<file path="src/sv/stmc_pkg.sv">
`timescale 1ns / 1ps

package stmc_pkg;

  // Widths of the register, coordinate and index values
  localparam int AXIS_W   = 11;
  localparam int COORD_W  = 10;
  localparam int INDEX_W  = 31;
  localparam int ROWSUM_W = 2 * AXIS_W;
  localparam int ACT_W    = 3;
  localparam int STEP_W   = 3;

  // Largest point count per axis; the widths above are sized for it
  localparam int MAX_AXIS_POINTS = 1024;

  // Defaults for the top-level parameters
  localparam int QUEUE_DEPTH_DEF     = 8;

  // Register reset values
  localparam logic [AXIS_W-1:0] POINTS_X_RST = 11'd5;
  localparam logic [AXIS_W-1:0] POINTS_Y_RST = 11'd4;
  localparam logic [AXIS_W-1:0] POINTS_Z_RST = 11'd3;
  localparam logic [AXIS_W-1:0] POINTS_MIN   = 11'd2;

  // Configuration register indexes
  localparam logic [1:0] REG_POINTS_X = 2'd0;
  localparam logic [1:0] REG_POINTS_Y = 2'd1;
  localparam logic [1:0] REG_POINTS_Z = 2'd2;

  // Request actions
  localparam logic [ACT_W-1:0] ACT_VOLUME  = 3'd0;
  localparam logic [ACT_W-1:0] ACT_XMIN    = 3'd1;
  localparam logic [ACT_W-1:0] ACT_YMIN    = 3'd2;
  localparam logic [ACT_W-1:0] ACT_ZMIN    = 3'd3;
  localparam logic [ACT_W-1:0] ACT_XMAX    = 3'd4;
  localparam logic [ACT_W-1:0] ACT_YMAX    = 3'd5;
  localparam logic [ACT_W-1:0] ACT_ZMAX    = 3'd6;
  localparam logic [ACT_W-1:0] ACT_UNKNOWN = 3'd7;

  // Final beat of each kind of request
  localparam logic [STEP_W-1:0] VOL_LAST_STEP  = 3'd5;
  localparam logic [STEP_W-1:0] FACE_LAST_STEP = 3'd1;

  // Corner offset codes: bit 2 = +1 column, bit 1 = +1 row, bit 0 = +1 layer
  localparam logic [2:0] V000 = 3'b000;
  localparam logic [2:0] V001 = 3'b001;
  localparam logic [2:0] V010 = 3'b010;
  localparam logic [2:0] V011 = 3'b011;
  localparam logic [2:0] V100 = 3'b100;
  localparam logic [2:0] V101 = 3'b101;
  localparam logic [2:0] V110 = 3'b110;
  localparam logic [2:0] V111 = 3'b111;

  // One classified request on its way from the front end to the back end
  typedef struct packed {
    logic [ACT_W-1:0]   act;
    logic               bad;
    logic [INDEX_W-1:0] base;
  } stmc_entry_t;

  // Corner codes {a, b, c, d} of one beat, a in the top three bits.
  // For triangles the d code is unused.
  function automatic logic [11:0] corner_codes(input logic [ACT_W-1:0] act,
                                               input logic [STEP_W-1:0] step);
    logic [11:0] codes;
    codes = {V000, V000, V000, V000};
    case (act)
      ACT_VOLUME: begin
        case (step)
          3'd0:    codes = {V000, V001, V100, V110};
          3'd1:    codes = {V001, V000, V010, V110};
          3'd2:    codes = {V011, V001, V010, V110};
          3'd3:    codes = {V001, V011, V111, V110};
          3'd4:    codes = {V101, V001, V111, V110};
          default: codes = {V001, V101, V100, V110};
        endcase
      end
      ACT_XMIN: codes = step[0] ? {V011, V001, V010, V000} : {V001, V000, V010, V000};
      ACT_XMAX: codes = step[0] ? {V001, V011, V010, V000} : {V000, V001, V010, V000};
      ACT_YMIN: codes = step[0] ? {V001, V101, V100, V000} : {V000, V001, V100, V000};
      ACT_YMAX: codes = step[0] ? {V101, V001, V100, V000} : {V001, V000, V100, V000};
      ACT_ZMIN: codes = step[0] ? {V010, V000, V110, V000} : {V000, V100, V110, V000};
      ACT_ZMAX: codes = step[0] ? {V000, V010, V110, V000} : {V100, V000, V110, V000};
      default:  codes = {V000, V000, V000, V000};
    endcase
    return codes;
  endfunction

endpackage

</file>
<file path="src/sv/structured_tet_mesh_connectivity.sv">
`timescale 1ns / 1ps

// Channel   Direction  Beat contents
// in_       slave      tuser: action; tdata: col, row, layer
// out_      master     tdata: corner_a..corner_d; tuser: label, bad; tlast: last
// cfg_      slave      cfg_index selects points_x, points_y or points_z; cfg_data
//
// A volume cell yields six beats, one per cycle while the output is not stalled;
// a face cell yields two beats and a rejected request one.
// After a request is accepted, three front stages build the base index, the
// queue entry is written, then the output register loads the first beat.
// Reset restores points_x/y/z to 5, 4 and 3 and empties the pipeline and queue.
// Requests are taken while fewer than QDEPTH are in flight; output stalls back up
// into the queue without stopping the input until that limit is reached.

module structured_tet_mesh_connectivity
  import stmc_pkg::*;
#(
  parameter int QDEPTH          = QUEUE_DEPTH_DEF
) (
  input  logic                clk,
  input  logic                rst_n,
  // Input request channel
  input  logic                in_tvalid,
  output logic                in_tready,
  input  logic [2:0]          in_tuser,   // [2:0] action
  input  logic [31:0]         in_tdata,   // [9:0] col, [19:10] row, [29:20] layer
  // Result channel
  output logic                out_tvalid,
  input  logic                out_tready,
  output logic [127:0]        out_tdata,  // [30:0] a, [61:31] b, [92:62] c, [123:93] d
  output logic [3:0]          out_tuser,  // [2:0] label, [3] bad
  output logic                out_tlast,
  // Configuration write channel
  input  logic                cfg_valid,
  output logic                cfg_ready,
  input  logic [1:0]          cfg_index,
  input  logic [AXIS_W-1:0]   cfg_data
);

  localparam int USED_W = $clog2(QDEPTH + 1);

  logic [AXIS_W-1:0] points_x_r, points_y_r, points_z_r;
  logic [AXIS_W-1:0] cfg_clamped;
  logic [USED_W-1:0] used_r, used_nxt;
  logic              in_accept;
  logic              push;
  stmc_entry_t       push_entry;
  logic              pop;
  logic              head_valid;
  stmc_entry_t       head;
  logic              q_full;

  // Configuration registers, clamped to the legal point counts
  assign cfg_ready = 1'b1;

  always_comb begin
    if (cfg_data < POINTS_MIN) begin
      cfg_clamped = POINTS_MIN;
    end else if (32'(cfg_data) > MAX_AXIS_POINTS) begin
      cfg_clamped = AXIS_W'(MAX_AXIS_POINTS);
    end else begin
      cfg_clamped = cfg_data;
    end
  end

  always_ff @(posedge clk) begin
    if (!rst_n) begin
      points_x_r <= POINTS_X_RST;
      points_y_r <= POINTS_Y_RST;
      points_z_r <= POINTS_Z_RST;
    end else if (cfg_valid && cfg_ready) begin
      case (cfg_index)
        REG_POINTS_X: points_x_r <= cfg_clamped;
        REG_POINTS_Y: points_y_r <= cfg_clamped;
        REG_POINTS_Z: points_z_r <= cfg_clamped;
        default:      points_x_r <= points_x_r;
      endcase
    end
  end

  // Requests in flight between intake and the last beat; bounds the queue
  assign in_tready = (used_r < USED_W'(QDEPTH));
  assign in_accept = in_tvalid && in_tready;

  always_comb begin
    used_nxt = used_r;
    if (in_accept && !pop) begin
      used_nxt = used_r + 1'b1;
    end else if (pop && !in_accept) begin
      used_nxt = used_r - 1'b1;
    end
  end

  always_ff @(posedge clk) begin
    if (!rst_n) begin
      used_r <= '0;
    end else begin
      used_r <= used_nxt;
    end
  end

  stmc_front u_front (
    .clk        (clk),
    .rst_n      (rst_n),
    .accept     (in_accept),
    .act        (in_tuser),
    .col        (in_tdata[9:0]),
    .row        (in_tdata[19:10]),
    .layer      (in_tdata[29:20]),
    .points_x   (points_x_r),
    .points_y   (points_y_r),
    .points_z   (points_z_r),
    .push       (push),
    .push_entry (push_entry)
  );

  stmc_queue #(
    .DEPTH (QDEPTH)
  ) u_queue (
    .clk        (clk),
    .rst_n      (rst_n),
    .push       (push),
    .push_entry (push_entry),
    .pop        (pop),
    .head_valid (head_valid),
    .head       (head),
    .full       (q_full)
  );

  stmc_back u_back (
    .clk        (clk),
    .rst_n      (rst_n),
    .points_x   (points_x_r),
    .points_z   (points_z_r),
    .head_valid (head_valid),
    .head       (head),
    .pop        (pop),
    .out_valid  (out_tvalid),
    .out_ready  (out_tready),
    .out_data   (out_tdata),
    .out_user   (out_tuser),
    .out_last   (out_tlast)
  );

  // The in-flight count never passes the queue depth
  a_used_bound: assert property (@(posedge clk) disable iff (!rst_n)
    used_r <= USED_W'(QDEPTH))
    else $error("in-flight request count exceeds queue depth");

  // The front pipeline never pushes into a full queue
  a_no_overflow: assert property (@(posedge clk) disable iff (!rst_n)
    !(push && q_full && !pop))
    else $error("push into a full queue");

  // A rejected request is a single beat with all corners zero
  a_bad_single: assert property (@(posedge clk) disable iff (!rst_n)
    (out_tvalid && out_tuser[3]) |-> (out_tlast && (out_tdata == '0)))
    else $error("rejected request beat malformed");

  // The back end only retires a request that is present
  a_pop_valid: assert property (@(posedge clk) disable iff (!rst_n)
    pop |-> (head_valid && (used_r != '0)))
    else $error("retire without a queued request");

endmodule

</file>
<file path="src/sv/stmc_front.sv">
`timescale 1ns / 1ps

module stmc_front
  import stmc_pkg::*;
(
  input  logic                clk,
  input  logic                rst_n,
  input  logic                accept,
  input  logic [ACT_W-1:0]    act,
  input  logic [COORD_W-1:0]  col,
  input  logic [COORD_W-1:0]  row,
  input  logic [COORD_W-1:0]  layer,
  input  logic [AXIS_W-1:0]   points_x,
  input  logic [AXIS_W-1:0]   points_y,
  input  logic [AXIS_W-1:0]   points_z,
  output logic                push,
  output stmc_entry_t         push_entry
);

  logic [AXIS_W-1:0] px_m1;
  logic [AXIS_W-1:0] py_m1;
  logic [AXIS_W-1:0] pz_m1;
  logic              use_c;
  logic              use_r;
  logic              use_l;
  logic              bad;
  logic [AXIS_W-1:0] cc;
  logic [AXIS_W-1:0] rr;
  logic [AXIS_W-1:0] ll;

  logic              v0_r, v1_r, v2_r;
  logic [ACT_W-1:0]  act0_r, act1_r, act2_r;
  logic              bad0_r, bad1_r, bad2_r;
  logic [AXIS_W-1:0] cc0_r, cc1_r;
  logic [AXIS_W-1:0] rr0_r;
  logic [AXIS_W-1:0] ll0_r, ll1_r, ll2_r;
  logic [ROWSUM_W-1:0] m1_r;
  logic [INDEX_W-1:0]  m2_r;

  logic [ROWSUM_W:0]   rowsum;
  logic [33:0]         prod2;
  logic [ROWSUM_W-1:0] prod1;

  // Classify the request: pick the plane coordinate and check the bounds
  assign px_m1 = points_x - 11'd1;
  assign py_m1 = points_y - 11'd1;
  assign pz_m1 = points_z - 11'd1;
  assign use_c = !(act == ACT_XMIN || act == ACT_XMAX);
  assign use_r = !(act == ACT_YMIN || act == ACT_YMAX);
  assign use_l = !(act == ACT_ZMIN || act == ACT_ZMAX);

  assign bad = (act == ACT_UNKNOWN)
            || (use_c && ({1'b0, col} >= px_m1))
            || (use_r && ({1'b0, row} >= py_m1))
            || (use_l && ({1'b0, layer} >= pz_m1));

  always_comb begin
    cc = {1'b0, col};
    rr = {1'b0, row};
    ll = {1'b0, layer};
    case (act)
      ACT_XMIN: cc = '0;
      ACT_XMAX: cc = px_m1;
      ACT_YMIN: rr = '0;
      ACT_YMAX: rr = py_m1;
      ACT_ZMIN: ll = '0;
      ACT_ZMAX: ll = pz_m1;
      default:  cc = {1'b0, col};
    endcase
  end

  // Stage arithmetic: row times points_x, then (row term + column) times points_z
  assign prod1  = {11'b0, rr0_r} * {11'b0, points_x};
  assign rowsum = {1'b0, m1_r} + {12'b0, cc1_r};
  assign prod2  = {11'b0, rowsum} * {23'b0, points_z};

  // Pipeline valid bits
  always_ff @(posedge clk) begin
    if (!rst_n) begin
      v0_r <= 1'b0;
      v1_r <= 1'b0;
      v2_r <= 1'b0;
    end else begin
      v0_r <= accept;
      v1_r <= v0_r;
      v2_r <= v1_r;
    end
  end

  // Pipeline payload
  always_ff @(posedge clk) begin
    act0_r <= act;
    bad0_r <= bad;
    cc0_r  <= cc;
    rr0_r  <= rr;
    ll0_r  <= ll;

    act1_r <= act0_r;
    bad1_r <= bad0_r;
    cc1_r  <= cc0_r;
    ll1_r  <= ll0_r;
    m1_r   <= prod1;

    act2_r <= act1_r;
    bad2_r <= bad1_r;
    ll2_r  <= ll1_r;
    m2_r   <= prod2[INDEX_W-1:0];
  end

  // Finish the 1-based base index and hand the request to the queue
  assign push            = v2_r;
  assign push_entry.act  = act2_r;
  assign push_entry.bad  = bad2_r;
  assign push_entry.base = m2_r + {20'b0, ll2_r} + 31'd1;

endmodule

</file>
<file path="src/sv/stmc_queue.sv">
`timescale 1ns / 1ps

module stmc_queue
  import stmc_pkg::*;
#(
  parameter int DEPTH = QUEUE_DEPTH_DEF
) (
  input  logic        clk,
  input  logic        rst_n,
  input  logic        push,
  input  stmc_entry_t push_entry,
  input  logic        pop,
  output logic        head_valid,
  output stmc_entry_t head,
  output logic        full
);

  localparam int PTR_W = (DEPTH > 1) ? $clog2(DEPTH) : 1;
  localparam int CNT_W = $clog2(DEPTH + 1);
  localparam logic [PTR_W-1:0] LAST_PTR = PTR_W'(DEPTH - 1);

  stmc_entry_t      mem_r [DEPTH];
  logic [PTR_W-1:0] wr_ptr_r, wr_ptr_nxt;
  logic [PTR_W-1:0] rd_ptr_r, rd_ptr_nxt;
  logic [CNT_W-1:0] cnt_r, cnt_nxt;

  assign head_valid = (cnt_r != '0);
  assign full       = (cnt_r == CNT_W'(DEPTH));
  assign head       = mem_r[rd_ptr_r];

  // Pointer and fill count update
  always_comb begin
    wr_ptr_nxt = wr_ptr_r;
    rd_ptr_nxt = rd_ptr_r;
    cnt_nxt    = cnt_r;
    if (push) begin
      wr_ptr_nxt = (wr_ptr_r == LAST_PTR) ? '0 : wr_ptr_r + 1'b1;
    end
    if (pop) begin
      rd_ptr_nxt = (rd_ptr_r == LAST_PTR) ? '0 : rd_ptr_r + 1'b1;
    end
    if (push && !pop) begin
      cnt_nxt = cnt_r + 1'b1;
    end else if (pop && !push) begin
      cnt_nxt = cnt_r - 1'b1;
    end
  end

  always_ff @(posedge clk) begin
    if (!rst_n) begin
      wr_ptr_r <= '0;
      rd_ptr_r <= '0;
      cnt_r    <= '0;
    end else begin
      wr_ptr_r <= wr_ptr_nxt;
      rd_ptr_r <= rd_ptr_nxt;
      cnt_r    <= cnt_nxt;
    end
  end

  // Entry storage
  always_ff @(posedge clk) begin
    if (push) begin
      mem_r[wr_ptr_r] <= push_entry;
    end
  end

endmodule

</file>
<file path="src/sv/stmc_back.sv">
`timescale 1ns / 1ps

module stmc_back
  import stmc_pkg::*;
(
  input  logic                clk,
  input  logic                rst_n,
  input  logic [AXIS_W-1:0]   points_x,
  input  logic [AXIS_W-1:0]   points_z,
  input  logic                head_valid,
  input  stmc_entry_t         head,
  output logic                pop,
  output logic                out_valid,
  input  logic                out_ready,
  output logic [127:0]        out_data,
  output logic [3:0]          out_user,
  output logic                out_last
);

  logic [ROWSUM_W-1:0] rs_r;
  logic [ROWSUM_W-1:0] rs_prod;
  logic [STEP_W-1:0]   step_r, step_nxt;
  logic                out_valid_r, out_valid_nxt;
  logic [127:0]        out_data_r;
  logic [3:0]          out_user_r;
  logic                out_last_r;

  logic                load;
  logic                is_last;
  logic [11:0]         codes;
  logic [INDEX_W-1:0]  corner [4];
  logic [ACT_W-1:0]    label;

  // Row stride points_x * points_z; the user must change the registers only while idle (not enforced here)
  assign rs_prod = {11'b0, points_x} * {11'b0, points_z};

  always_ff @(posedge clk) begin
    rs_r <= rs_prod;
  end

  // A beat is built whenever a request is queued and the output register is free or being drained
  assign load = head_valid && (!out_valid_r || out_ready);

  always_comb begin
    if (head.bad) begin
      is_last = 1'b1;
    end else if (head.act == ACT_VOLUME) begin
      is_last = (step_r == VOL_LAST_STEP);
    end else begin
      is_last = (step_r == FACE_LAST_STEP);
    end
  end

  assign pop = load && is_last;

  // Corner indices: base plus the row, column and layer offsets of each code
  assign codes = corner_codes(head.act, step_r);

  always_comb begin
    for (int k = 0; k < 4; k++) begin
      corner[k] = head.base
                + (codes[11 - 3*k - 1] ? {9'b0, rs_r} : '0)
                + (codes[11 - 3*k] ? {20'b0, points_z} : '0)
                + {30'b0, codes[11 - 3*k - 2]};
    end
  end

  assign label = (head.act == ACT_UNKNOWN) ? ACT_VOLUME : head.act;

  // Step counter and output valid
  always_comb begin
    step_nxt      = step_r;
    out_valid_nxt = out_valid_r;
    if (load) begin
      step_nxt      = is_last ? '0 : step_r + 1'b1;
      out_valid_nxt = 1'b1;
    end else if (out_ready) begin
      out_valid_nxt = 1'b0;
    end
  end

  always_ff @(posedge clk) begin
    if (!rst_n) begin
      step_r      <= '0;
      out_valid_r <= 1'b0;
    end else begin
      step_r      <= step_nxt;
      out_valid_r <= out_valid_nxt;
    end
  end

  // Output payload register
  always_ff @(posedge clk) begin
    if (load) begin
      if (head.bad) begin
        out_data_r <= '0;
      end else if (head.act == ACT_VOLUME) begin
        out_data_r <= {4'b0, corner[3], corner[2], corner[1], corner[0]};
      end else begin
        out_data_r <= {4'b0, 31'd0, corner[2], corner[1], corner[0]};
      end
      out_user_r <= {head.bad, label};
      out_last_r <= is_last;
    end
  end

  assign out_valid = out_valid_r;
  assign out_data  = out_data_r;
  assign out_user  = out_user_r;
  assign out_last  = out_last_r;

endmodule

</file>
<file path="config.mk">
export PLATFORM = sky130hd
export DESIGN_NAME = structured_tet_mesh_connectivity
export DESIGN_NICKNAME = d
export VERILOG_FILES = /design/src/sv/stmc_pkg.sv /design/src/sv/structured_tet_mesh_connectivity.sv /design/src/sv/stmc_front.sv /design/src/sv/stmc_queue.sv /design/src/sv/stmc_back.sv
export SDC_FILE = /design/constraint.sdc
export NUM_CORES = 2
export LEC_CHECK = 0
export BUFFER_PORTS_ARGS = -buffer_cell sky130_fd_sc_hd__buf_2
export CAP_MARGIN = 40
export CELL_PAD_IN_SITES_DETAIL_PLACEMENT = 1
export CELL_PAD_IN_SITES_GLOBAL_PLACEMENT = 2
export CORE_MARGIN = 5
export CORE_UTILIZATION = 30
export DETAILED_ROUTE_END_ITERATION = 12
export PLACE_DENSITY = 0.74
export SLEW_MARGIN = 5
export SYNTH_ARGS = -nofsm -noshare
export SYNTH_HDL_FRONTEND = slang
export SYNTH_HIERARCHICAL = 1
export SYNTH_SLANG_ARGS = --single-unit
</file>
<file path="constraint.sdc">
create_clock -name clk -period 6.9 [get_ports clk]
set_input_delay 0.69 -clock clk [delete_from_list [all_inputs] [get_ports clk]]
set_output_delay 0.69 -clock clk [all_outputs]
set_load 0.005 [all_outputs]
</file>
# Word-level counts from Yosys, hierarchy flattened
# Memory sizes are Yosys's and may differ from the RTL's. A register that Yosys moved wholly into a read port is not among the register bits.
# Cells that the tools add are included.
word_totals:
  ff_bits: 340
  ram_bits: 280
  output_inout_bits: 136
  wordCells: 162
  memories: 1
memory_table:
  columns: ["memory", "depth", "word_bits", "rd", "rd_ports_with_merged_regs", "wr", "line_no", "source"]
  rows:
  - ["u_queue.mem_r", 8, 35, 1, 1, 1, "stmc_queue.sv:22", "stmc_entry_t mem_r [DEPTH];"]
op_classes:
  addsub: 25
  n_mul: 3
  order_cmp: 6
  n_eq_ne: 23
  mux: 36
  bitwise: 1
  reduce_logical: 35
op_table:
  columns: ["cell", "count"]
  rows:
  - ["adder 31 bit", 8]
  - ["adder 31 x 1 -> 31 bit", 4]
  - ["2-to-1 mux 11 bit", 8]
  - ["2-to-1 mux 22 bit", 4]
  - ["one-hot mux 12 bit (7 select lines)", 1]
  - ["one-hot mux 11 bit (2 select lines)", 3]
  - ["one-hot mux 12 bit (5 select lines)", 1]
  - ["multiplier 11 x 11 -> 22 bit", 2]
  - ["equality test 3 bit (second input constant)", 12]
  - [">= comparator 10 x 11 -> 1 bit", 3]
  - ["subtractor 11 x 1 -> 11 bit (second input constant)", 3]
  - ["adder 31 x 1 -> 31 bit (second input constant)", 1]
  - ["adder 31 x 11 -> 31 bit", 1]
  - ["multiplier 23 x 11 -> 31 bit", 1]
  - ["2-to-1 mux 12 bit", 2]
  - ["adder 22 x 11 -> 23 bit", 1]
  - ["2-to-1 mux 10 bit", 2]
  - ["equality test 3 x 2 -> 1 bit (second input constant)", 6]
  - ["2-to-1 mux 4 bit", 4]
  - ["2-to-1 mux 3 bit", 5]
  - ["> comparator 11 bit (second input constant)", 1]
  - ["less-than comparator 11 x 2 -> 1 bit (second input constant)", 1]
  - ["logical AND 1 bit", 10]
  - ["adder 3 x 1 -> 3 bit (second input constant)", 3]
  - ["16 further kinds", 42]

# Depth between registers and ports, before layout
depth:
  depth_word: 7
  depth_mapped: 29
  depth_no_buf: 28

# Cells and area by module
# Netlist, hierarchy kept.
by_module_without_submodules:
  columns: ["mod", "instances", "cells_each", "area_per_inst_um2", "seq_area_each_um2"]
  rows:
  - ["stmc_front", 1, 1939, 17229.0, 2682.6]
  - ["stmc_back", 1, 1857, 17121.4, 4394.2]
  - ["stmc_queue", 1, 479, 11439.7, 8668.3]
  - ["structured_tet_mesh_connectivity", 1, 172, 1566.5, 740.7]

# Least setup slack after synthesis
# No wires, ideal clock.
synth_timing:
  path_kind: "register -> register"
  startpoint: "register u_front.cc1_r[0]"
  endpoint: "register u_front.m2_r[29]"
  setup_time_ns: 0.118
  t_arrival_ns: 6.668
  required_ns: 6.782
  setup_slack_ns: 0.114
  stages_incl_launch_ff: 28
  cell_sequence: "dfxtp_1 -> ha_1 -> inv_1 -> fa_1 -> nor2b_1 -> o31ai_1 -> a211o_1 -> a31oi_1 -> nand2_1 -> xnor2_1 -> clkbuf_1 -> nand2_1 -> fa_1 -> inv_1 -> fa_1 -> fa_1 -> fa_1 -> inv_1 -> fa_1 -> inv_1 -> ha_1 -> nand3_1 -> or3_1 -> o21a_1 -> o311a_1 -> o21bai_1 -> a21oi_1 -> xnor2_1"
synth_between:
  elab_chain_cells: 2
synth_rtl:
  columns: ["element", "line_no", "source"]
  rows:
  - ["start, declared", "stmc_front.sv:34", "logic [AXIS_W-1:0] cc0_r, cc1_r;"]
  - ["start signal, assigned", "stmc_front.sv:100", "cc1_r <= cc0_r;"]
  - ["adder 22 x 11 -> 23 bit", "stmc_front.sv:74", "assign rowsum = {1'b0, m1_r} + {12'b0, cc1_r};"]
  - ["multiplier 23 x 11 -> 31 bit", "stmc_front.sv:75", "assign prod2 = {11'b0, rowsum} * {23'b0, points_z};"]
  - ["net u_front.prod2[29]", "stmc_front.sv:41", "logic [33:0] prod2;"]
  - ["end signal, assigned", "stmc_front.sv:107", "m2_r <= prod2[INDEX_W-1:0];"]
  - ["end, declared", "stmc_front.sv:38", "logic [INDEX_W-1:0] m2_r;"]
# The timed path passes the listed nets, and every way through them passes these cells.
# A chain may end at the register's enable or synchronous reset.

# Worst setup path after layout
layout_timing:
  startpoint: "register u_front.m1_r[0]"
  endpoint: "register u_front.m2_r[29]"
layout_between:
  elab_chain_cells: 2
layout_rtl:
  columns: ["element", "line_no", "source"]
  rows:
  - ["start, declared", "stmc_front.sv:37", "logic [ROWSUM_W-1:0] m1_r;"]
  - ["start signal, assigned", "stmc_front.sv:102", "m1_r <= prod1;"]
  - ["adder 22 x 11 -> 23 bit", "stmc_front.sv:74", null]
  - ["multiplier 23 x 11 -> 31 bit", "stmc_front.sv:75", null]
  - ["net u_front.prod2[29]", "stmc_front.sv:41", null]
# The timed path passes the listed nets, and every way through them passes these cells.

==> reports/results.txt <==
final hold slack - 0.2765 ns
DIE WIDTH - 407.3 um
Clock Root Buffer - clkbuf_16
IO Port Bufs - 181
row count - 145
1st-iter DRT viols - 1723
FILL cells - 17420
most used cell, CP - fa_1
Max transition margin - 35.05%
Ports - 189
initial antenna violation count - 9
pwr/cell area - 321.4 nW/um2
critical path class - reg2reg
register share of total power - 30.7%
GPL Wtd Cong - 0.8206
Total GRT Usage - 16.43%
routed len/inst - 20.32 um
wl on met1 - 63070 um
clock latency on the worst-skew pair - 0.69 ns
clk slew on worst S/H paths - 0.06 ns
PnR worst setup slack - 0.05970 ns
Cells after Synth - 4446
Cell Area, Synth - 47350 um2
total CTS buffers - 75
Starting Density - 30.24%
final hold vios - 0
Psw - 6.832 mW
Vias - 33630
vias in the first global route - 35970
Setup crit start kind - flop
GR Overflow Total - 0
Crit path largest cell delay - 0.51 ns
Int Pwr - 10.67 mW
nets@finish - 5533
worst slack, placed - -0.2830 ns
DRT Pass-1 Iters - 5
outcome - finished, final reports clean
share of cells above drive strength 1 - 13.45%
Post-route DRC - 0
total wire length - 138500 um
final cell count without fillers - 6817
Worst Hold Class - in2reg
clock share of power - 23.6%
Final Critical Period - 6.840 ns
Placed Cells - 6656
WP buf/inv - 7
combinational share of power - 45.7%
Clock Path Buffers - 3
crit path capture type - flop
Post-CTS Hold Fix Bufs - 0
WL met3 - 4846 um
Synth-to-Final Area Change - 15.03%
chip height - 407.3 um
Ys Warns - 6
Seq. cell area - 16500 um2
unrepaired setup endpoints after global routing - yes
dpl hpwl - 107600 um
maximum VDD drop - 0.0002830 V
vias per cell - 4.933
Fmax achieved - 146.2 MHz
first-pass GRT wire length - 215200 um
average cell area after synthesis - 10.65 um2
Critical Path AT - 7.38 ns
Crit path max-delay family - adder cells
P_leak - 23.01 nW
max-slew violations - 0
H-tree levels - 3
max_cap viols - 0
Max Used Layer - met4
post-route ant nets - 0
largest net degree at the start of global routing - 66
CTS tree - done
die area - 165900 um2
Switching Share - 39.03%
Final Skew - 0.05341 ns
core area - 156600 um2
Critical Path Fanout Max - 7
multi-input logic area - 28540 um2
final setup fails - 0
Tightest Pin Transition - 0.9672 ns
Pwr Total - 17.50 mW
Register-to-Register Setup Slack - 0.06 ns
CP Data Required Time - 7.44 ns
WL met2 - 66920 um
TritonCTS Sinks - 619
critical-path cell with the highest stage delay - fa_1
Tcrit/Tclk final - 99.13%
==> worst min-delay path, stage by stage <==
cell,delay [ns]
buf_2,0.09
nand2_1,0.04
o21ai_0,0.06
==> cells in the final DEF, fill, tap and decap left out, types with 180 or more instances in the layout <==
cell        n
nand2_1   464
dfxtp_1   202
and2_1    310
fa_1      391
inv_1     475
edfxtp_1  409
ha_1      375
buf_4     180
buf_2     182
nor2_1    213
==> per-stage QoR <==
stage	utilization, %	area, um2	TNS [ns]
after global routing	34.78	54460	-0.7289
after CTS	34.52	54050	0
after floorplan	-	47360	0
after global placement	32.72	51240	-0.1433
after detailed placement	32.81	51370	-1.024
final	34.79	54460	0
==> power groups by stage <==
stage | registers, mW | clock network, mW | logic, mW
after global placement | 5.46 | 0 | 7.67
after floorplan | 5.42 | 0 | 4.97
after CTS | 5.40 | 4.26 | 8.00
after global routing | 5.45 | 4.41 | 8.92
final | 5.38 | 4.12 | 8.00
after detailed placement | 5.48 | 0 | 7.90
==> final cells by class <==
cell class	count	share of cell area, %
Multi-Input combinational cell	3147	52.40
Sequential cell	619	30.29
Tap cell	2058	4.728
Timing Repair Buffer	374	4.487
Clock buffer	94	3.650
Inverter	482	3.331
Clock inverter	42	1.105
Antenna cell	1	0.004595
==> state kept, by name, indices dropped and copies added, names as in the netlist, 22 cells and up, named ones only <==
| signal | flops |
|---|---|
| u_front/m1_r | 22 |
| u_back/out_data | 124 |
| u_queue/mem_r | 280 |
| u_front/m2_r | 31 |
| u_back/rs_r | 22 |
==> path summary, 6_finish.rpt <==
check                      startpoint                       end  cells past startpoint
max           u_front/m1_r[0]$_DFF_P_  u_front/m2_r[29]$_DFF_P_                     29
min reg2reg  u_front/ll0_r[9]$_DFF_P_  u_front/ll1_r[9]$_DFF_P_                      0
max reg2reg   u_front/m1_r[0]$_DFF_P_  u_front/m2_r[29]$_DFF_P_                     29
min                       in_tdata[1]  u_front/cc0_r[1]$_DFF_P_                      3
==> what timing repair did <==
action / in CTS / in global routing
buffers inserted: 6 / 14
gates resized for setup: 8 / 59
pin swaps: 4 / 49
endpoints found under the setup margin: 7 / 10
==> layer usage <==
metal	vias up	global-route usage [%]
li1	15650	-
met1	17190	21.86
met2	616	28.14
met3	173	2.353
met4	0	4.256
met5	-	0
No activity file was read; power rests on OpenSTA's default activity.
